===== config.mk =====
export PLATFORM = sky130hd
export DESIGN_NAME = era_div_cell
export DESIGN_NICKNAME = d
export VERILOG_FILES = /design/src/rtl/era_pkg.sv /design/src/rtl/era_div_cell.sv
export SDC_FILE = /design/constraint.sdc
export NUM_CORES = 1
export LEC_CHECK = 0
export BUFFER_PORTS_ARGS = -buffer_cell sky130_fd_sc_hd__buf_2
export CAP_MARGIN = 10
export CORE_AREA = 2 2 149 151
export CTS_CLUSTER_SIZE = 12
export DETAILED_ROUTE_END_ITERATION = 10
export DIE_AREA = 0 0 151 153
export PLACE_DENSITY_LB_ADDON = 0.25
export SYNTH_ARGS = -nofsm -noshare
export SYNTH_HDL_FRONTEND = slang
export SYNTH_SLANG_ARGS = --single-unit
export TNS_END_PERCENT = 20

===== constraint.sdc =====
create_clock -name clk -period 4.94 [get_ports clk]
set_input_delay 0.247 -clock clk [delete_from_list [all_inputs] [get_ports clk]]
set_output_delay 0.247 -clock clk [all_outputs]
set_load 0.05 [all_outputs]

===== src/rtl/era_pkg.sv =====
// ----------------------------------------------------------------------------
// era_pkg - shared constants for the earth rotation angle core
// Fixed-point constants of the integer ERA formula and the divider widths.
// ----------------------------------------------------------------------------
`default_nettype none

package era_pkg;

  localparam int ANGLE_BITS_DEF = 48;
  localparam int ROT_W          = 18;
  localparam int ANGLE_OUT_W    = 48;
  localparam int SEC_W          = 34;
  localparam int NSEC_W         = 30;
  localparam int OFS_W          = 31;

  // Remainder width of the divider chain and width of the numerator sum.
  localparam int RW = 121;
  localparam int NW = 124;

  localparam logic [127:0] ERA_A    = 128'd77905727326400000;
  localparam logic [127:0] ERA_B    = 128'd100273781191135448;
  localparam logic [127:0] DAY_NS   = 128'd86400000000000;
  localparam logic [127:0] E17      = 128'd100000000000000000;
  localparam logic [127:0] GIGA_NS  = 128'd1000000000;
  localparam logic [127:0] DENOM    = E17 * DAY_NS;
  // Divisor aligned to the rotation MSB; rotations are biased by 2^17 turns.
  localparam logic [127:0] DSH      = DENOM << (ROT_W - 1);
  localparam logic [127:0] DSH2     = DSH << 1;
  localparam logic [127:0] K0       = ERA_A * DAY_NS + DSH;
  localparam logic [127:0] C_SEC    = ERA_B * GIGA_NS;
  localparam logic signed [35:0] UNIX_AT_EPOCH = 36'sd946728000;

endpackage

`default_nettype wire


===== src/rtl/era_div_cell.sv =====
// ----------------------------------------------------------------------------
// era_div_cell - one restoring-division cell
// Compares the partial remainder with the aligned divisor, emits one bit.
// ----------------------------------------------------------------------------
`default_nettype none

module era_div_cell
  import era_pkg::*;
#(
  parameter int QW = ROT_W + ANGLE_BITS_DEF
)(
  input  wire logic          clk,
  input  wire logic          rst_n,
  input  wire logic          adv,
  input  wire logic          vld_i,
  input  wire logic [RW-1:0] rem_i,
  input  wire logic [QW-1:0] q_i,
  output logic               vld_o,
  output logic [RW-1:0]      rem_o,
  output logic [QW-1:0]      q_o
);

  logic          vld_r;
  logic [RW-1:0] rem_r, rem_nxt, diff;
  logic [QW-1:0] q_r, q_nxt;
  logic          ge;

  always_comb begin
    ge      = rem_i >= DSH[RW-1:0];
    diff    = ge ? (rem_i - DSH[RW-1:0]) : rem_i;
    rem_nxt = {diff[RW-2:0], 1'b0};
    q_nxt   = {q_i[QW-2:0], ge};
  end

  always_ff @(posedge clk) begin
    if (!rst_n) begin
      vld_r <= 1'b0;
    end else if (adv) begin
      vld_r <= vld_i;
    end
  end

  always_ff @(posedge clk) begin
    if (adv) begin
      rem_r <= rem_nxt;
      q_r   <= q_nxt;
    end
  end

  assign vld_o = vld_r;
  assign rem_o = rem_r;
  assign q_o   = q_r;

endmodule

`default_nettype wire


==> results of run 1 <==
## layer usage
| metal | GRT usage (%) | routed length, um | vias to the layer above |
|---|---|---|---|
| li1 | - | - | 3076 |
| met1 | 23.3 | 9050 | 3133 |
| met2 | 36.4 | 12400 | 302 |
| met3 | 6.99 | 2260 | 28 |
| met4 | 5.43 | 367 | 2 |
| met5 | 0 | 13 | - |
## power breakdown
group	total (uW)	internal, uW	switching (uW)
clock	1340	679	661
sequential	1950	1910	34.0
combinational	1010	265	743
## logic make-up after synthesis
group	count (synthesis)
simple gates	196
flops	187
compound gates	69
xor+xnor	68
buf+inv	18
fa+ha+maj	1
other cells	1
mux	1
## registers in the layout, indices dropped and copies added, names as in the netlist
name and count:
rem_o 120, q_o 66, vld_o 1
## repair_timing
item | in CTS | in global routing
hold buffers | 107 | 1
endpoints found under the setup margin | 0 | 0
hold endpoints to repair | 107 | 1
gates resized for setup | 0 | 0
## cell usage in the layout, fill, tap and decap left out, types with 4 or more instances in the layout
cell type,count
nand4b_1,5
nand3_1,19
nor4_1,22
dlygate4sd3_1,108
buf_2,375
nor3_1,14
a21oi_1,13
clkbuf_16,17
o211ai_1,5
and3_1,5
xnor2_1,40
or4_1,5
or3_1,9
nor2_1,40
or2_2,4
inv_6,4
xor2_1,28
nand2_1,39
a211oi_1,6
edfxtp_1,186
nand4_1,16
a21o_1,5
o21ai_0,16
## worst paths after layout
check	depth (start not counted)	slack [ns]	endpoint	startpoint
setup / recovery	10	1.51	rem_o[118]	rem_i[37]
hold / removal	1	0.02	rem_o[3]	rem_i[2]
setup reg to reg	2	4.34	vld_o	vld_o
hold reg to reg	2	0.54	vld_o	vld_o
## stage by stage
stage          area (um^2)  hold slack [ns]  cells  utilization (%)
2_1_floorplan         7840            0.346    541                -
3_3_place_gp         10000            0.424   1187             46.8
3_5_place_dp         10000            0.425   1187             46.8
4_1_cts              11700         0.000102   1326             54.4
5_1_grt              11700          0.00100   1327             54.5
6_report             11700           0.0190   1327             54.5
## worst reg2reg max path, cell delays in order, from the launching register on
cell and delay [ns]:
dfxtp_1 0.34, mux2i_1 0.07, nor2b_1 0.14
## area by class of cell
cell class              count  area, um^2
clock inverters            14         150
well taps                 280         350
repair buffers            488        3010
flip-flops and latches    187        5610
clock buffers              18         429
multi-input cells         336        2140
fillers                  1885        9780
inverters                   4        15.0
==> impl_metrics.env, run 1 <==
export IMPL_status="finished clean"
export IMPL_ant_nets=0
export IMPL_rows=54
export IMPL_yosys_area_top_type="edfxtp_1"
export IMPL_num_nets_final=1226
export IMPL_clock_latency_ns=0.43
export IMPL_grt_usage_pct=20.4
export IMPL_synth_compound_area_share_pct=6.02
export IMPL_core_um2=21500
export IMPL_synth_nets=733
export IMPL_dieArea_um2=23100
export IMPL_dp_hpwl_mm=17.2
export IMPL_overflow=0
export IMPL_synth_area_um2=7840
export IMPL_synth_top_family_by_area="simple AND/OR/NAND/NOR gates"
export IMPL_crit_slowest_cell="inv_2"
export IMPL_ir_drop_uv=218
export IMPL_synth_most_common_cell="edfxtp_1"
export IMPL_viasPerCell=4.93
export IMPL_clock_path_buffers=2
export IMPL_initial_utilization_pct=36.5
export IMPL_antenna_found_initial=2
export IMPL_worstSetupPathType="in -> reg"
export IMPL_drive_gt1_share_pct=40.2
export IMPL_path_delay_family="simple AND/OR/NAND/NOR gates"
export IMPL_synth_fa_ha_area_share_pct=0.160
export IMPL_synth_area_leaders="edfxtp_1 71%, xnor2_1 4.5%, xor2_1 3.1%"
export IMPL_dr_first_iter_drc_count=383
export IMPL_p_total_uw=4290
export IMPL_slew_viol_final=0
export IMPL_critPathRequiredTime_ns=5.11
export IMPL_dr_pass1_iters=5
export IMPL_clock_sinks=187
export IMPL_post_cts_setup_buffer_count=0
export IMPL_arrival_ns=3.60
export IMPL_setup_tns_ns=0
export IMPL_async_flop_share_pct=0
export IMPL_yosysWarnings=0
export IMPL_cap_violations=0
export IMPL_portBuffers=376
export IMPL_postLayoutSetupSlackWorst_ns=1.51
export IMPL_ys_ff_latch=187
export IMPL_cts_root_buf="clkbuf_16"
export IMPL_yosys_top_cells_count="186 x edfxtp_1, 40 x nor2_1, 40 x xnor2_1"
export IMPL_slew_headroom_pct=44.7
export IMPL_pin_count=379
export IMPL_vias=6541
export IMPL_critPathMaxStageDelay_ns=0.58
export IMPL_p_per_area_nw_per_um2=367
export IMPL_synthSimpleGateAreaFrac_pct=13.4
export IMPL_critPathLaunchType="input port"
export IMPL_synthMuxAreaShare_pct=0.128
export IMPL_crit_buf_inv=3
export IMPL_clock_skew_ns=0
export IMPL_grt_max_degree=99
export IMPL_ys_flop_type="edfxtp_1"
export IMPL_finalCritPeriodShare_pct=69.4
export IMPL_grt_pass1_vias=6574
export IMPL_setup_viol=0
export IMPL_pre_cts_ws_ns=1.15
export IMPL_die_h_um=153
export IMPL_die_width_um=151
export IMPL_final_hold_violation_count=0
export IMPL_wl_per_cell_um=18.2
export IMPL_routed_wl_mm=24.1
export IMPL_synth_top_area_share_pct=71.2
export IMPL_path_max_fanout=38
export IMPL_crit_chain="dlygate4sd3_1, buf_2, nor4_1, nand4_1, nor4_1, nand4_1, and3_4, inv_2, o221ai_1, xnor2_1"
export IMPL_drcViolationCount=0
export IMPL_cts_buffers=17
export IMPL_tritoncts="built"
export IMPL_fmax_mhz=292
export IMPL_critical_path_endpoint_type="flip-flop"
export IMPL_synth_edf_count=186
export IMPL_rsz0062_at_grt="no"
export IMPL_p_leak_uw=0.00477
export IMPL_period_needed_ns=3.43
export IMPL_yosysSeqAreaShare_pct=71.5
export IMPL_diodes=0
export IMPL_synthXorXnorAreaFrac_pct=7.60
export IMPL_cts_max_level=4
export IMPL_routabilityCongestion=0.861
export IMPL_yosysUniqueCellTypes=56
export IMPL_syn2layout_area_growth_pct=49.3
export IMPL_tightest_slew_ns=0.829
export IMPL_grt_pass1_wl_mm=36.0
export IMPL_hold_class="in -> reg"
export IMPL_syn_inst=541
export IMPL_syn_avg_cell_area_um2=14.5
export IMPL_path_clk_slew_ns=0.07
(Power assumes the default switching activity.)
==> run 2, diff against run 1 <==
--- a/config.mk
+++ b/config.mk
@@ -5,12 +5,13 @@
 export SDC_FILE = /design/constraint.sdc
 export NUM_CORES = 1
 export LEC_CHECK = 0
+export ABC_AREA = 1
 export BUFFER_PORTS_ARGS = -buffer_cell sky130_fd_sc_hd__buf_2
 export CAP_MARGIN = 10
-export CORE_AREA = 2 2 149 151
+export CORE_MARGIN = 2
+export CORE_UTILIZATION = 50
 export CTS_CLUSTER_SIZE = 12
 export DETAILED_ROUTE_END_ITERATION = 10
-export DIE_AREA = 0 0 151 153
 export PLACE_DENSITY_LB_ADDON = 0.25
 export SYNTH_ARGS = -nofsm -noshare
 export SYNTH_HDL_FRONTEND = slang
==> constraint.sdc (replaced) <==
create_clock -name clk -period 3.35 [get_ports clk]
set_input_delay 0.1675 -clock clk [delete_from_list [all_inputs] [get_ports clk]]
set_output_delay 0.1675 -clock clk [all_outputs]
set_load 0.05 [all_outputs]
==> run 2 against run 1 <==
Non-clock buffer count is 12 higher. Setup slack lost 0.77 ns. Sequential power grew 47%. Clock skew is the same. Core utilization grew 16 points. Highest routed layer is now met4.
==> impl_metrics.env, run 2 <==
export IMPL_status="finished clean"
export IMPL_wl_per_cell_um=19.8
export IMPL_min_from="rem_i[95]"
export IMPL_yosysSeqAreaShare_pct=54.1
export IMPL_die_h_um=148
export IMPL_vias=10800
export IMPL_drive_gt1_share_pct=26.8
export IMPL_yosys_area_top_type="edfxtp_1"
export IMPL_synth_area_leaders="edfxtp_1 54%, nand2_1 17%, nor2_1 6.2%"
export IMPL_viasPerCell=5.32
export IMPL_period_needed_ns=2.61
export IMPL_final_cell_mix="461 x nand2_1, 375 x buf_2, 186 x edfxtp_1"
export IMPL_overflow=0
export IMPL_arrival_ns=2.75
export IMPL_grt_busiest_layer="met2"
export IMPL_finalCritPeriodShare_pct=77.8
export IMPL_synth_most_common_cell="nand2_1"
export IMPL_grt_pass1_wl_mm=59.2
export IMPL_setup_tns_ns=0
export IMPL_syn_inst=1244
export IMPL_grt_max_degree=93
export IMPL_routabilityCongestion=1.01
export IMPL_pre_cts_ws_ns=0.783
export IMPL_fmax_mhz=384
export IMPL_final_cells=2031
export IMPL_regToRegSetupSlack_ns=2.12
export IMPL_tritoncts="built"
export IMPL_pin_count=379
export IMPL_syn2layout_area_growth_pct=38.4
export IMPL_slew_headroom_pct=38.7
export IMPL_dieArea_um2=21900
export IMPL_worstSetupPathType="in -> reg"
export IMPL_largest_reg_flops=120
export IMPL_final_common_cell="nand2_1"
export IMPL_r2r_cells=3
export IMPL_cap_violations=0
export IMPL_post_cts_setup_buffer_count=0
export IMPL_rsz0062_at_grt="no"
export IMPL_yosysUniqueCellTypes=41
export IMPL_pwr_share_clk_pct=32.5
export IMPL_hold_class="in -> reg"
export IMPL_ys_ff_latch=187
export IMPL_cts_resized=0
export IMPL_switchingPower_uw=2480
export IMPL_postLayoutSetupSlackWorst_ns=0.743
export IMPL_async_flop_share_pct=0
export IMPL_ys_flop_type="edfxtp_1"
export IMPL_tightest_slew_ns=0.920
export IMPL_r2r_end="vld_o"
export IMPL_grt_usage_pct=36.4
export IMPL_cts_hold_buf=117
export IMPL_met1_usage_pct=44.4
export IMPL_seqCellArea_um2=5610
export IMPL_cts_max_level=4
export IMPL_crit_reg2reg_launch="vld_o"
export IMPL_final_hold_violation_count=0
export IMPL_fillCellCount=1644
export IMPL_yosysWarnings=0
export IMPL_met2_usage_pct=62.4
export IMPL_yosys_top_cells_count="461 x nand2_1, 186 x edfxtp_1, 172 x nor2_1"
export IMPL_clock_path_buffers=2
export IMPL_synth_top_area_share_pct=53.9
export IMPL_dp_hpwl_mm=29.7
export IMPL_power_frac_seq_pct=42.0
export IMPL_grt_pass1_vias=10500
export IMPL_synth_nets=1436
export IMPL_cts_buffers=17
export IMPL_ant_nets=0
export IMPL_clock_sinks=187
export IMPL_synth_area_um2=10400
export IMPL_syn_avg_cell_area_um2=8.33
export IMPL_initial_utilization_pct=51.0
export IMPL_num_nets_final=1936
export IMPL_multi_input_area_um2=4100
export IMPL_rows=52
export IMPL_hold_path_end="rem_o[96]"
export IMPL_combPwrFrac_pct=25.5
export IMPL_path_clk_slew_ns=0.08
export IMPL_p_leak_uw=0.00663
export IMPL_clock_skew_ns=0
export IMPL_slew_viol_final=0
export IMPL_dp_cells=1878
export IMPL_core_um2=20300
export IMPL_grt_use_met3_pct=7.65
export IMPL_drcViolationCount=0
export IMPL_path_max_fanout=63
export IMPL_critPathLaunchType="input port"
export IMPL_min_path_cells=3
export IMPL_critPathRequiredTime_ns=3.50
export IMPL_synth_edf_count=186
export IMPL_dr_pass1_iters=5
export IMPL_dr_first_iter_drc_count=807
export IMPL_p_per_area_nw_per_um2=478
export IMPL_critical_path_endpoint_type="flip-flop"
export IMPL_intPower_uw=4370
export IMPL_clock_latency_ns=0.44
export IMPL_routed_wl_mm=40.2
export IMPL_antenna_found_initial=5
export IMPL_ir_drop_uv=325
export IMPL_setup_viol=0
export IMPL_cts_root_buf="clkbuf_16"
export IMPL_die_width_um=148
export IMPL_portBuffers=376
export IMPL_swShare_pct=36.2
## run 2: changes by cell type in the layout (fill, tap and decap cells not counted), moves of 7 or more
cell / change
a21oi_1: +20
dlygate4sd3_1: +9
inv_1: +117
inv_2: +12
nand2_1: +422
nand3_1: +55
nand3_2: +17
nand3b_1: +17
nor2_1: +132
nor2_4: +7
nor4_1: -21
o21ai_0: +19
or3_1: -9
xnor2_1: -40
## run 2: power groups by stage
| stage | registers, uW | clock network, uW | logic [uW] |
|---|---|---|---|
| finish | 2870 | 2230 | 1750 |
| detailed placement | 2920 | 0 | 1600 |
| floorplan | 3650 | 0 | 354 |
| global route | 2890 | 2330 | 1830 |
| CTS | 2870 | 2230 | 1720 |
| global placement | 2910 | 0 | 1580 |
## run 2: cell type report
cell class	instances	area share [%]
diodes	4	0.0698
clock buffers	17	2.97
clock inverters	15	1.57
inverters	134	3.51
multi-input cells	904	28.6
flip-flops and latches	187	39.1
well taps	270	2.36
repair buffers	500	21.9
## run 2: cell families (layout without fill, tap and decap cells)
kind of cell             after synthesis  after routing  share of synthesized area [%]
buffers and inverters                153            666                           6.36
AO/OA/AOI/OAI                         87             87                           4.70
other                                  1              5                         0.0362
AND/OR/NAND/NOR                      793            793                           32.8
flip-flops                           187            187                           54.1
adder cells (fa/ha/maj)                1              1                          0.121
XOR/XNOR                              22             22                           1.86
## run 2: how the worst max path moves through the flow
stage                     cells past startpoint         end  slack [ns]  startpoint
after floorplan                              13  rem_o[119]        1.55   rem_i[50]
after global placement                       14  rem_o[104]        0.78   rem_i[99]
after detailed placement                     14   rem_o[97]        0.78   rem_i[99]
after CTS                                    15   rem_o[97]        0.83   rem_i[32]
after global routing                         15   rem_o[94]        0.58   rem_i[28]
final                                        13   rem_o[63]        0.74   rem_i[35]
## run 2: per-stage QoR
stage | power [uW] | cell area (um^2) | util, % | hold WS, ns
5_1_grt | 7060 | 14300 | 70.6 | 0.0374
4_1_cts | 6820 | 14300 | 70.6 | 0.00875
3_3_place_gp | 4500 | 12500 | 61.6 | 0.344
3_5_place_dp | 4520 | 12500 | 61.6 | 0.346
2_1_floorplan | 4000 | 10400 | - | 0.261
6_report | 6850 | 14300 | 70.6 | 0.0248
## run 2: layer usage
metal  wire (um)  part of all wire, %
met5           0                    0
met1       15100                   38
met2       19800                   49
met4        1800                  4.5
met3        3420                  8.5
## run 2: critical path, cell delays in order
cell           delay [ns]
dlygate4sd3_1        0.56
buf_2                0.14
nor2_1               0.11
nand2_1              0.09
nor2_1               0.26
nand2_1              0.11
nor2_1               0.14
nand2_1              0.09
nor2_1               0.15
nor2_2               0.08
nand2_4              0.30
buf_12               0.31
o21ai_0              0.22
==> run 3, diff against run 2 <==
--- a/config.mk
+++ b/config.mk
@@ -9,7 +9,7 @@
 export BUFFER_PORTS_ARGS = -buffer_cell sky130_fd_sc_hd__buf_2
 export CAP_MARGIN = 10
 export CORE_MARGIN = 2
-export CORE_UTILIZATION = 50
+export CORE_UTILIZATION = 46
 export CTS_CLUSTER_SIZE = 12
 export DETAILED_ROUTE_END_ITERATION = 10
 export PLACE_DENSITY_LB_ADDON = 0.25
==> constraint.sdc (replaced) <==
create_clock -name clk -period 2.25 [get_ports clk]
set_input_delay 0.1125 -clock clk [delete_from_list [all_inputs] [get_ports clk]]
set_output_delay 0.1125 -clock clk [all_outputs]
set_load 0.05 [all_outputs]
==> run 3 against run 2 <==
Clock power up 44%. Via count is 2.2% higher. Clock skew unchanged. Die area is 8.5% higher. Sequential share of layout area fell by 2.0 points. Power grew 49%. First-iteration DRC count increased by 43%. Count of clock-buffer cells in the layout stayed put. Critical path type unchanged. Critical endpoint is now rem_o[116].
==> impl_metrics.env, run 3 (synthesis results as in run 2) <==
export IMPL_worstSetupPathType="in -> reg"
export IMPL_ir_drop_uv=470
export IMPL_crit_slowest_cell="dlygate4sd3_1"
export IMPL_dr_first_iter_drc_count=1150
export IMPL_p_leak_uw=0.00699
export IMPL_grt_pass1_wl_mm=59.5
export IMPL_viasPerCell=5.23
export IMPL_placed_cell_area_um2=12900
export IMPL_initial_utilization_pct=47.2
export IMPL_wl_per_cell_um=19.4
export IMPL_portBuffers=376
export IMPL_finalCritPeriodShare_pct=97.5
export IMPL_p_per_area_nw_per_um2=675
export IMPL_final_cells=2112
export IMPL_min_from="rem_i[119]"
export IMPL_overflow=0
export IMPL_die_width_um=154
export IMPL_num_nets_final=2005
export IMPL_dieArea_um2=23700
export IMPL_cts_max_level=4
export IMPL_slew_headroom_pct=63.0
export IMPL_dr_pass1_iters=6
export IMPL_antenna_found_initial=6
export IMPL_ant_nets=0
export IMPL_path_clk_slew_ns=0.08
export IMPL_largest_reg_flops=120
export IMPL_drcViolationCount=0
export IMPL_crit_reg2reg_launch="vld_o"
export IMPL_rows=54
export IMPL_tritoncts="built"
export IMPL_dp_hpwl_mm=30.4
export IMPL_period_needed_ns=2.19
export IMPL_final_common_cell="nand2_1"
export IMPL_dp_cells=1930
export IMPL_pin_count=379
export IMPL_crit_path_start="rem_i[51]"
export IMPL_arrival_ns=2.39
export IMPL_tightest_slew_ns=0.549
export IMPL_final_cell_area_um2=15100
export IMPL_clock_path_buffers=2
export IMPL_cts_root_buf="clkbuf_16"
export IMPL_vias=11100
export IMPL_grt_max_degree=60
export IMPL_status="finished clean"
export IMPL_syn2layout_area_growth_pct=46.0
export IMPL_grt_pass1_vias=10500
export IMPL_clock_skew_ns=0
export IMPL_routabilityCongestion=1.07
export IMPL_clock_sinks=187
export IMPL_final_hold_violation_count=0
export IMPL_die_h_um=154
export IMPL_rsz0062_at_grt="yes"
export IMPL_crit_chain="dlygate4sd3_1, buf_2, nand2_1, nand2_1, a21oi_1, inv_1, nand2_1, nand3_1, nand2_1, nand2_1, nand2_1, nand2_1, nand3_2, nand2_1"
export IMPL_cap_violations=0
export IMPL_grt_usage_pct=33.5
export IMPL_core_um2=22000
export IMPL_path_max_fanout=4
export IMPL_setup_viol=0
export IMPL_setup_tns_ns=0
export IMPL_routed_wl_mm=41.1
export IMPL_final_cell_mix="453 x nand2_1, 375 x buf_2, 186 x edfxtp_1"
export IMPL_critical_path_endpoint_type="flip-flop"
export IMPL_post_route_util_pct=68.9
export IMPL_critPathRequiredTime_ns=2.45
export IMPL_critPathLaunchType="input port"
export IMPL_hold_class="in -> reg"
export IMPL_crit_top_cell="nand2_1"
export IMPL_cts_buffers=17
export IMPL_slew_viol_final=0
export IMPL_critPathMaxStageDelay_ns=0.54
export IMPL_clock_latency_ns=0.45
export IMPL_fmax_mhz=456
export IMPL_drive_gt1_share_pct=29.8
-- run 3: per-layer routing --
metal  wire length (um)  vias up  GRT usage [%]
met5                  0        -              0
li1                   -     5218              -
met3               3580       91           5.67
met4               1630        0           13.4
met2              20000      595           57.4
met1              15900     5149           42.2
-- run 3: final cells by class --
cell class                 instances  area [um^2]
antenna                            6         15.0
sequential                       187         5610
clock buffer                      17          425
fill                            1781         6830
multi-input combinational        905         4210
timing repair buffer             568         3810
clock inverter                    15          203
tap                              280          350
inverter                         134          505
-- run 3: worst paths after layout --
kind / to / slack [ns] / depth (start not counted)
max: rem_o[116] / 0.06 / 14
min: rem_o[120] / 0.02 / 3
max reg2reg: vld_o / 1.03 / 3
min reg2reg: vld_o / 1.13 / 3
-- run 3: worst max-delay path, delay by kind of cell --
kind,cells,cell delay (ns)
and+or+nand+nor,10,1.16
AOI/OAI and AO/OA,1,0.30
buffers and inverters,3,0.81
-- run 3: power by group --
group | switching (uW) | internal, uW | leakage [uW]
combinational | 1980 | 754 | 0.00486
clock | 1660 | 1540 | 0.000298
sequential | 89.3 | 4180 | 0.00183
-- run 3: stage by stage --
step	total power, uW	setup slack (ns)	hold WS [ns]
5_1_grt	10500	-0.0395	0.0222
3_3_place_gp	6770	0.106	0.289
3_5_place_dp	6790	0.106	0.291
2_1_floorplan	5950	0.501	0.206
6_report	10200	0.0567	0.0183
4_1_cts	10200	0.00459	0.00132
-- run 3: what timing repair did --
action	4_1_cts	5_1_grt
setup endpoints to repair	0	66
hold endpoints to repair	138	0
resized for setup	0	36
hold buffers	139	0
setup buffers	0	1
